## src/sv/tes_pkg.sv

```systemverilog
// tes_pkg: shared types, constants and helpers for the elision stripper
// no dependencies; imported by every module of the block
package tes_pkg;

    localparam int MAX_ARTICLE_CHARS = 3;
    localparam int ARTICLE_SLOTS     = 8;
    localparam int MAX_RESULTS       = MAX_ARTICLE_CHARS + 1;
    localparam int QDEPTH            = MAX_RESULTS + 1;
    localparam int CHAR_W            = 16;
    localparam int ARTICLE_W         = 50;
    localparam int LEN_LSB           = 48;

    localparam logic [CHAR_W-1:0] APOS_ASCII = 16'h0027;
    localparam logic [CHAR_W-1:0] APOS_RIGHT = 16'h2019;

    typedef logic [CHAR_W-1:0]    char_t;
    typedef logic [ARTICLE_W-1:0] article_t;
    typedef logic [1:0]           hcount_t;
    typedef logic [2:0]           rcount_t;
    typedef logic [2:0]           qcount_t;
    typedef logic [2:0]           slot_idx_t;
    typedef char_t [MAX_ARTICLE_CHARS-1:0] held_vec_t;

    typedef struct packed {
        char_t char_code;
        logic  token_end;
    } in_word_t;

    typedef struct packed {
        char_t out_char;
        logic  out_token_end;
        logic  empty_token;
    } out_word_t;

    typedef out_word_t [MAX_RESULTS-1:0] out_burst_t;

    // reset articles: l, m, t, qu, n, s, j, unused
    localparam article_t ARTICLE_RESET [ARTICLE_SLOTS] = '{
        50'h1_0000_0000_006C,
        50'h1_0000_0000_006D,
        50'h1_0000_0000_0074,
        50'h2_0000_0075_0071,
        50'h1_0000_0000_006E,
        50'h1_0000_0000_0073,
        50'h1_0000_0000_006A,
        50'h0_0000_0000_0000
    };

    // fold A-Z to lower case
    function automatic char_t fold_char(input char_t c);
        char_t r;
        r = c;
        if (c >= 16'h0041 && c <= 16'h005A) begin
            r = c + 16'h0020;
        end
        return r;
    endfunction

endpackage

```

## src/sv/token_elision_stripper_core.sv

```systemverilog
// token_elision_stripper_core: top level of the elision stripper
// depends on tes_pkg, tes_slot_cell, tes_out_queue
//
//   port group | dir | handshake         | word
//   s_         | in  | s_valid / s_ready | in_word_t: char_code, token_end
//   m_         | out | m_valid / m_ready | out_word_t: out_char, out_token_end, empty_token
//   cfg_       | in  | cfg_we            | cfg_index selects article slot, cfg_wdata
//
// one input word per cycle while results flow one per cycle; a word is taken at the
// edge where s_valid and s_ready are high, and any results it yields join the output queue behind earlier ones
// a flush (up to four results from one word) holds s_ready low until the
// five-entry output queue drains back to one word
// s_ready depends only on the queue fill, never on m_ready in the same cycle
// synchronous active-low reset restores the default articles and empties the queue
module token_elision_stripper_core (
    input  logic               aclk,
    input  logic               aresetn,
    input  logic               s_valid,
    output logic               s_ready,
    input  tes_pkg::in_word_t  s_data,
    output logic               m_valid,
    input  logic               m_ready,
    output tes_pkg::out_word_t m_data,
    input  logic               cfg_we,
    input  tes_pkg::slot_idx_t cfg_index,
    input  tes_pkg::article_t  cfg_wdata
);
    import tes_pkg::*;

    held_vec_t  held_reg;
    held_vec_t  held_next;
    hcount_t    hc_reg;
    hcount_t    hc_next;
    logic       passing_reg;
    logic       passing_next;

    logic       s_accept;
    logic       pop;
    qcount_t    q_count;
    rcount_t    push_count;
    out_burst_t burst;
    out_burst_t flush_words;
    logic       hit_chain [ARTICLE_SLOTS+1];
    logic       is_apos;
    char_t      c;
    logic       e;

    // match chain of article slot cells
    assign hit_chain[0] = 1'b0;

    for (genvar s = 0; s < ARTICLE_SLOTS; s++) begin : g_slot
        tes_slot_cell u_cell (
            .aclk       (aclk),
            .aresetn    (aresetn),
            .wr_en      (cfg_we && cfg_index == slot_idx_t'(s)),
            .wr_data    (cfg_wdata),
            .reset_value(ARTICLE_RESET[s]),
            .held_chars (held_reg),
            .held_count (hc_reg),
            .hit_in     (hit_chain[s]),
            .hit_out    (hit_chain[s+1])
        );
    end

    // handshakes
    assign s_ready  = (q_count <= qcount_t'(QDEPTH - MAX_RESULTS));
    assign s_accept = s_valid && s_ready;
    assign m_valid  = (q_count != '0);
    assign pop      = m_valid && m_ready;

    assign c       = s_data.char_code;
    assign e       = s_data.token_end;
    assign is_apos = (c == APOS_ASCII) || (c == APOS_RIGHT);

    // held words then the current word, the last one carrying the input token end flag
    always_comb begin
        for (int i = 0; i < MAX_RESULTS; i++) begin
            flush_words[i].out_char      = c;
            flush_words[i].out_token_end = e;
            flush_words[i].empty_token   = 1'b0;
            if (i < MAX_ARTICLE_CHARS && 2'(i) < hc_reg) begin
                flush_words[i].out_char      = held_reg[i];
                flush_words[i].out_token_end = 1'b0;
            end
        end
    end

    // per-word decision
    always_comb begin
        held_next    = held_reg;
        hc_next      = hc_reg;
        passing_next = passing_reg;
        push_count   = '0;
        burst        = flush_words;
        if (s_accept) begin
            if (passing_reg) begin
                burst[0].out_char      = c;
                burst[0].out_token_end = e;
                burst[0].empty_token   = 1'b0;
                push_count   = rcount_t'(1);
                passing_next = !e;
            end else if (is_apos && hit_chain[ARTICLE_SLOTS]) begin
                hc_next = '0;
                if (e) begin
                    burst[0].out_char      = '0;
                    burst[0].out_token_end = 1'b1;
                    burst[0].empty_token   = 1'b1;
                    push_count = rcount_t'(1);
                end else begin
                    passing_next = 1'b1;
                end
            end else if (is_apos || e) begin
                push_count   = rcount_t'(hc_reg) + rcount_t'(1);
                hc_next      = '0;
                passing_next = !e;
            end else if (hc_reg < hcount_t'(MAX_ARTICLE_CHARS)) begin
                held_next[hc_reg] = c;
                hc_next           = hc_reg + 2'd1;
            end else begin
                push_count   = rcount_t'(hc_reg) + rcount_t'(1);
                hc_next      = '0;
                passing_next = 1'b1;
            end
        end
    end

    always_ff @(posedge aclk) begin
        if (!aresetn) begin
            hc_reg      <= '0;
            passing_reg <= 1'b0;
        end else begin
            hc_reg      <= hc_next;
            passing_reg <= passing_next;
        end
    end

    always_ff @(posedge aclk) begin
        held_reg <= held_next;
    end

    // result queue
    tes_out_queue u_queue (
        .aclk      (aclk),
        .aresetn   (aresetn),
        .push_count(push_count),
        .push_words(burst),
        .pop       (pop),
        .head      (m_data),
        .count     (q_count)
    );

    // queue never overfills
    a_queue_bound: assert property (@(posedge aclk) disable iff (!aresetn)
        q_count <= qcount_t'(QDEPTH))
        else $error("output queue overfilled");

    // a held prefix only exists while scanning
    a_held_scan: assert property (@(posedge aclk) disable iff (!aresetn)
        (hc_reg != 2'd0) |-> !passing_reg)
        else $error("held prefix while passing");

    // end of token leaves the block scanning with nothing held
    a_token_end: assert property (@(posedge aclk) disable iff (!aresetn)
        (s_accept && s_data.token_end) |=> (!passing_reg && hc_reg == 2'd0))
        else $error("state not cleared at token end");

    // an accepted word in passing mode yields exactly one result
    a_pass_one: assert property (@(posedge aclk) disable iff (!aresetn)
        (s_accept && passing_reg && !pop) |=> (q_count == $past(q_count) + qcount_t'(1)))
        else $error("passing word did not yield one result");

endmodule

```

## src/sv/tes_slot_cell.sv

```systemverilog
// tes_slot_cell: one article slot; holds its register and matches the held prefix
// depends on tes_pkg; a row of these forms the match chain of the core
module tes_slot_cell (
    input  logic               aclk,
    input  logic               aresetn,
    input  logic               wr_en,
    input  tes_pkg::article_t  wr_data,
    input  tes_pkg::article_t  reset_value,
    input  tes_pkg::held_vec_t held_chars,
    input  tes_pkg::hcount_t   held_count,
    input  logic               hit_in,
    output logic               hit_out
);
    import tes_pkg::*;

    article_t article_reg;
    article_t article_next;
    logic     own_hit;
    hcount_t  len;

    // article register, written from the config port
    always_comb begin
        article_next = article_reg;
        if (wr_en) begin
            article_next = wr_data;
        end
    end

    always_ff @(posedge aclk) begin
        if (!aresetn) begin
            article_reg <= reset_value;
        end else begin
            article_reg <= article_next;
        end
    end

    // compare held prefix against this article, case folded
    assign len = article_reg[LEN_LSB +: 2];

    always_comb begin
        own_hit = (len == held_count) && (held_count != 2'd0);
        for (int i = 0; i < MAX_ARTICLE_CHARS; i++) begin
            if (2'(i) < len &&
                fold_char(article_reg[CHAR_W*i +: CHAR_W]) != fold_char(held_chars[i])) begin
                own_hit = 1'b0;
            end
        end
    end

    // hand the accumulated hit to the next cell
    assign hit_out = hit_in | own_hit;

endmodule

```

## src/sv/tes_out_queue.sv

```systemverilog
// tes_out_queue: shift queue for result words, takes a burst of up to four per cycle
// depends on tes_pkg
module tes_out_queue (
    input  logic                aclk,
    input  logic                aresetn,
    input  tes_pkg::rcount_t    push_count,
    input  tes_pkg::out_burst_t push_words,
    input  logic                pop,
    output tes_pkg::out_word_t  head,
    output tes_pkg::qcount_t    count
);
    import tes_pkg::*;

    out_word_t q_reg  [QDEPTH];
    out_word_t q_next [QDEPTH];
    qcount_t   cnt_reg;
    qcount_t   cnt_next;
    qcount_t   cnt_after;
    logic [3:0] end_pos;
    qcount_t   offs;

    assign cnt_after = cnt_reg - qcount_t'(pop);
    assign end_pos   = {1'b0, cnt_after} + {1'b0, push_count};

    // shift down on pop, append the burst behind the survivors
    always_comb begin
        offs = '0;
        for (int k = 0; k < QDEPTH; k++) begin
            if (pop && k < QDEPTH - 1) begin
                q_next[k] = q_reg[k+1];
            end else begin
                q_next[k] = q_reg[k];
            end
            offs = qcount_t'(k) - cnt_after;
            if (qcount_t'(k) >= cnt_after && 4'(k) < end_pos) begin
                q_next[k] = push_words[offs[1:0]];
            end
        end
        cnt_next = end_pos[2:0];
    end

    always_ff @(posedge aclk) begin
        if (!aresetn) begin
            cnt_reg <= '0;
        end else begin
            cnt_reg <= cnt_next;
        end
    end

    always_ff @(posedge aclk) begin
        for (int k = 0; k < QDEPTH; k++) begin
            q_reg[k] <= q_next[k];
        end
    end

    assign head  = q_reg[0];
    assign count = cnt_reg;

endmodule

```

## config.mk

```make
export PLATFORM = sky130hd
export DESIGN_NAME = token_elision_stripper_core
export DESIGN_NICKNAME = d
export VERILOG_FILES = /design/src/sv/tes_pkg.sv /design/src/sv/token_elision_stripper_core.sv /design/src/sv/tes_slot_cell.sv /design/src/sv/tes_out_queue.sv
export SDC_FILE = /design/constraint.sdc
export NUM_CORES = 2
export LEC_CHECK = 0
export CAP_MARGIN = 10
export CORE_ASPECT_RATIO = 1.25
export CORE_MARGIN = 5
export CORE_UTILIZATION = 60
export CTS_CLUSTER_SIZE = 24
export DETAILED_ROUTE_END_ITERATION = 10
export DONT_BUFFER_PORTS = 1
export PLACE_DENSITY = 0.76
export SYNTH_ARGS = -nofsm -noshare
export SYNTH_HDL_FRONTEND = slang
export SYNTH_SLANG_ARGS = --single-unit
```

## constraint.sdc

```tcl
create_clock -name aclk -period 7.45 [get_ports aclk]
set_input_delay 1.1175 -clock aclk [delete_from_list [all_inputs] [get_ports aclk]]
set_output_delay 1.1175 -clock aclk [all_outputs]
set_load 0.02 [all_outputs]
```

==> results.cfg <==
[outcome]
outcome = complete, no violations

[clock_tree]
post-cts-setup-buffers = 0
post_cts_resized = 0
cts_buffers = 54
path_clk_slew_ps = 70
clk_path_buf_depth = 3
clk_latency_ps = 630
root_buffer = clkbuf_16
hold_buffers = 0
ctsHtreeMaxLevel = 2
cts_sinks = 544
cts_tree = built

[yosys]
async_flop_share = 0
ys_ff_latch = 544
syn_nets = 3820
synthFlopType = dfxtp_1
ys.warnings.count = 0
synth_top_area_cell = dfxtp_1
synth_edf_count = 138
synth.yosys.seq_area_share = 0.4079
synth.area.top_cells = dfxtp_1, edfxtp_1, nand2_1
synth_area_per_cell_um2 = 8.121
syn_inst = 3705
synth_top_area_frac = 0.2701
synth_area_um2 = 30090
yosysUniqueCellTypes = 84

[worst_hold_path]
hold_class = reg2reg
hp-start = g_slot[3].u_cell.article_reg[23]$_SDFFE_PN0P_
whs_path_depth = 2

[power_and_ir_drop]
power.leakage_nw = 11.52
p_per_area_nw_per_um2 = 356.5
vdd_drop_max_mv = 0.4706

[place]
routabilityCongestion = 1.062
post-dp-hpwl_um = 72010
dpl-instance-area_um2 = 30280
io_buffer_count = 0

[layout]
area_growth_pct = 6.749
fill_cells = 4161
fin_area_um2 = 32120
largest_reg_flops = 400
fin_nets = 3632
antennaDiodeCount = 0
drive_above_1_share = 0.06912

[worst_setup_path]
worstSetupStartpointType = register
endpoint_kind = register
worstPathMaxFanout = 42
crit_type = reg2reg
cp-startpoint = held_reg[35]$_DFFE_PP_
reg2reg_from = held_reg[35]$_DFFE_PP_
cp.arrival_ps = 7170
ff2ff_path_depth = 20
cp_data_required_time_ps = 7810

[route]
ant_nets = 0
initialDrtViolationCount = 3486
wirelength_um = 103600
viasPerCell = 6.545
wire_per_inst_um = 24.62
drc = 0
firstDrtPassIters = 7
vias = 27560

[timing]
fin_skew_ps = 43.24
post-route-period-util = 0.9138
whs_ps = 454.7
relSlewSlack = 0.1094
tns_ps = 0
tightest_slew_ps = 1336
timing.fmax_mhz = 146.9
rsz0062_at_grt = no
setup_viol = 0
finalHoldViolations = 0
fin_crit_ps = 6808
slew_violations = 0

[flow_run]
maxCapViolCount = 0

[die]
dieArea_um2 = 54750
fp.dieH_um = 260.4
initial_core_util = 0.6075
design.core.area_um2 = 49530
num_io_pins = 95
fp.dieW_um = 210.3
rows = 91

[global_route]
gr-total-overflow = 0
track_usage = 0.3647
grt_first_pass_wirelength_um = 155600
antenna_found_initial = 0
grt_max_degree = 236
grt_pass1_vias = 25920
[final timing paths]
kind	end	slack (ps)
setup / recovery	u_queue.q_reg[0][10]$_DFFE_PP_	640
hold / removal	g_slot[3].u_cell.article_reg[23]$_SDFFE_PN0P_	450
setup reg to reg	u_queue.q_reg[0][10]$_DFFE_PP_	640
hold reg to reg	g_slot[3].u_cell.article_reg[23]$_SDFFE_PN0P_	450
[critical path: stages (launching register included)]
cell	delay, ps
edfxtp_1	540
nor4_1	310
a32oi_1	190
a31oi_2	810
o21ai_0	210
a32oi_1	280
o311ai_1	150
o221a_2	160
or4_4	500
o41ai_4	560
a211oi_1	150
a311oi_1	230
ha_1	210
inv_1	60
fa_1	410
nand3b_1	170
a21oi_1	370
a211o_2	730
a211oi_1	150
a21oi_1	200
o31ai_2	90
[layout by cell type (no fill, tap or decap), types with 13 or more instances in the layout]
cell | synthesis | final
a211oi_1 | 20 | 19
a21o_1 | 29 | 29
a21oi_1 | 410 | 409
a31oi_1 | 75 | 74
buf_4 | 21 | 84
clkbuf_16 | 0 | 57
dfxtp_1 | 406 | 406
edfxtp_1 | 138 | 138
ha_1 | 39 | 37
inv_1 | 61 | 60
mux2_2 | 19 | 19
mux2i_1 | 71 | 71
nand2_1 | 894 | 891
nand3_1 | 95 | 91
nand4_1 | 62 | 62
nor2_1 | 132 | 125
nor2b_1 | 25 | 25
nor3_1 | 58 | 56
nor4_1 | 104 | 104
o211ai_1 | 36 | 36
o21ai_0 | 80 | 80
o22a_1 | 16 | 16
o31ai_1 | 22 | 22
or3_1 | 13 | 13
xnor2_1 | 176 | 176
xor2_1 | 203 | 203
[Yosys cell counts, types with 20 or more instances]
library cell and n:
nand2_1 894, a21oi_1 410, dfxtp_1 406, clkbuf_1 213, xor2_1 203, xnor2_1 176
edfxtp_1 138, nor2_1 132, nor4_1 104, nand3_1 95, o21ai_0 80, a31oi_1 75
mux2i_1 71, nand4_1 62, inv_1 61, nor3_1 58, clkbuf_2 50, ha_1 39
o211ai_1 36, a21o_1 29, buf_1 29, nor2b_1 25, o31ai_1 22, buf_4 21
a211oi_1 20
[cell type report]
| class | count | area, µm² | share of cell area |
|---|---|---|---|
| Multi-Input combinational cell | 2769 | 16300 | 0.5074 |
| Sequential cell | 544 | 12270 | 0.3821 |
| Clock buffer | 80 | 1615 | 0.05029 |
| Tap cell | 651 | 814.5 | 0.02536 |
| Timing Repair Buffer | 86 | 670.6 | 0.02088 |
| Inverter | 62 | 240.2 | 0.007479 |
| Clock inverter | 18 | 209.0 | 0.006505 |
[through the flow]
step	total power [W]	setup slack, ps	instances	util
finish	0.01145	642.2	4210	0.6485
global route	0.01200	232.3	4210	0.6485
CTS	0.01137	713.7	4209	0.6481
detailed placement	0.008549	731.7	4111	0.6113
global placement	0.008417	977.4	4111	0.6113
floorplan	0.007530	1310	3705	-
[metal layers]
layer | part of all wire | vias to the layer above | track usage
met5 | 0 | - | 0
met4 | 0.070 | 0 | 0.2027
met3 | 0.10 | 447 | 0.06902
met2 | 0.47 | 1634 | 0.6088
li1 | - | 12460 | -
met1 | 0.36 | 13010 | 0.4439
[cells by family (layout without fill, tap and decap cells)]
logic type               Yosys count  in the layout  share of synthesized area
AND/OR/NAND/NOR                 1451           1451                     0.2141
AO/OA/AOI/OAI                    809            809                     0.1658
flip-flops                       544            544                     0.4079
buffers and inverters            392            246                    0.05431
XOR/XNOR                         379            379                     0.1103
multiplexers                      90             90                    0.03073
adder cells (fa/ha/maj)           40             40                    0.01688
[power by group]
group	internal, W	switching (W)	leakage (nW)	total [W]
sequential	0.00388	0.000240	4.59	0.00412
clock	0.00164	0.00122	0.907	0.00286
combinational	0.00155	0.00293	6.02	0.00447
Note: power is estimated with default switching activity, not from simulation.
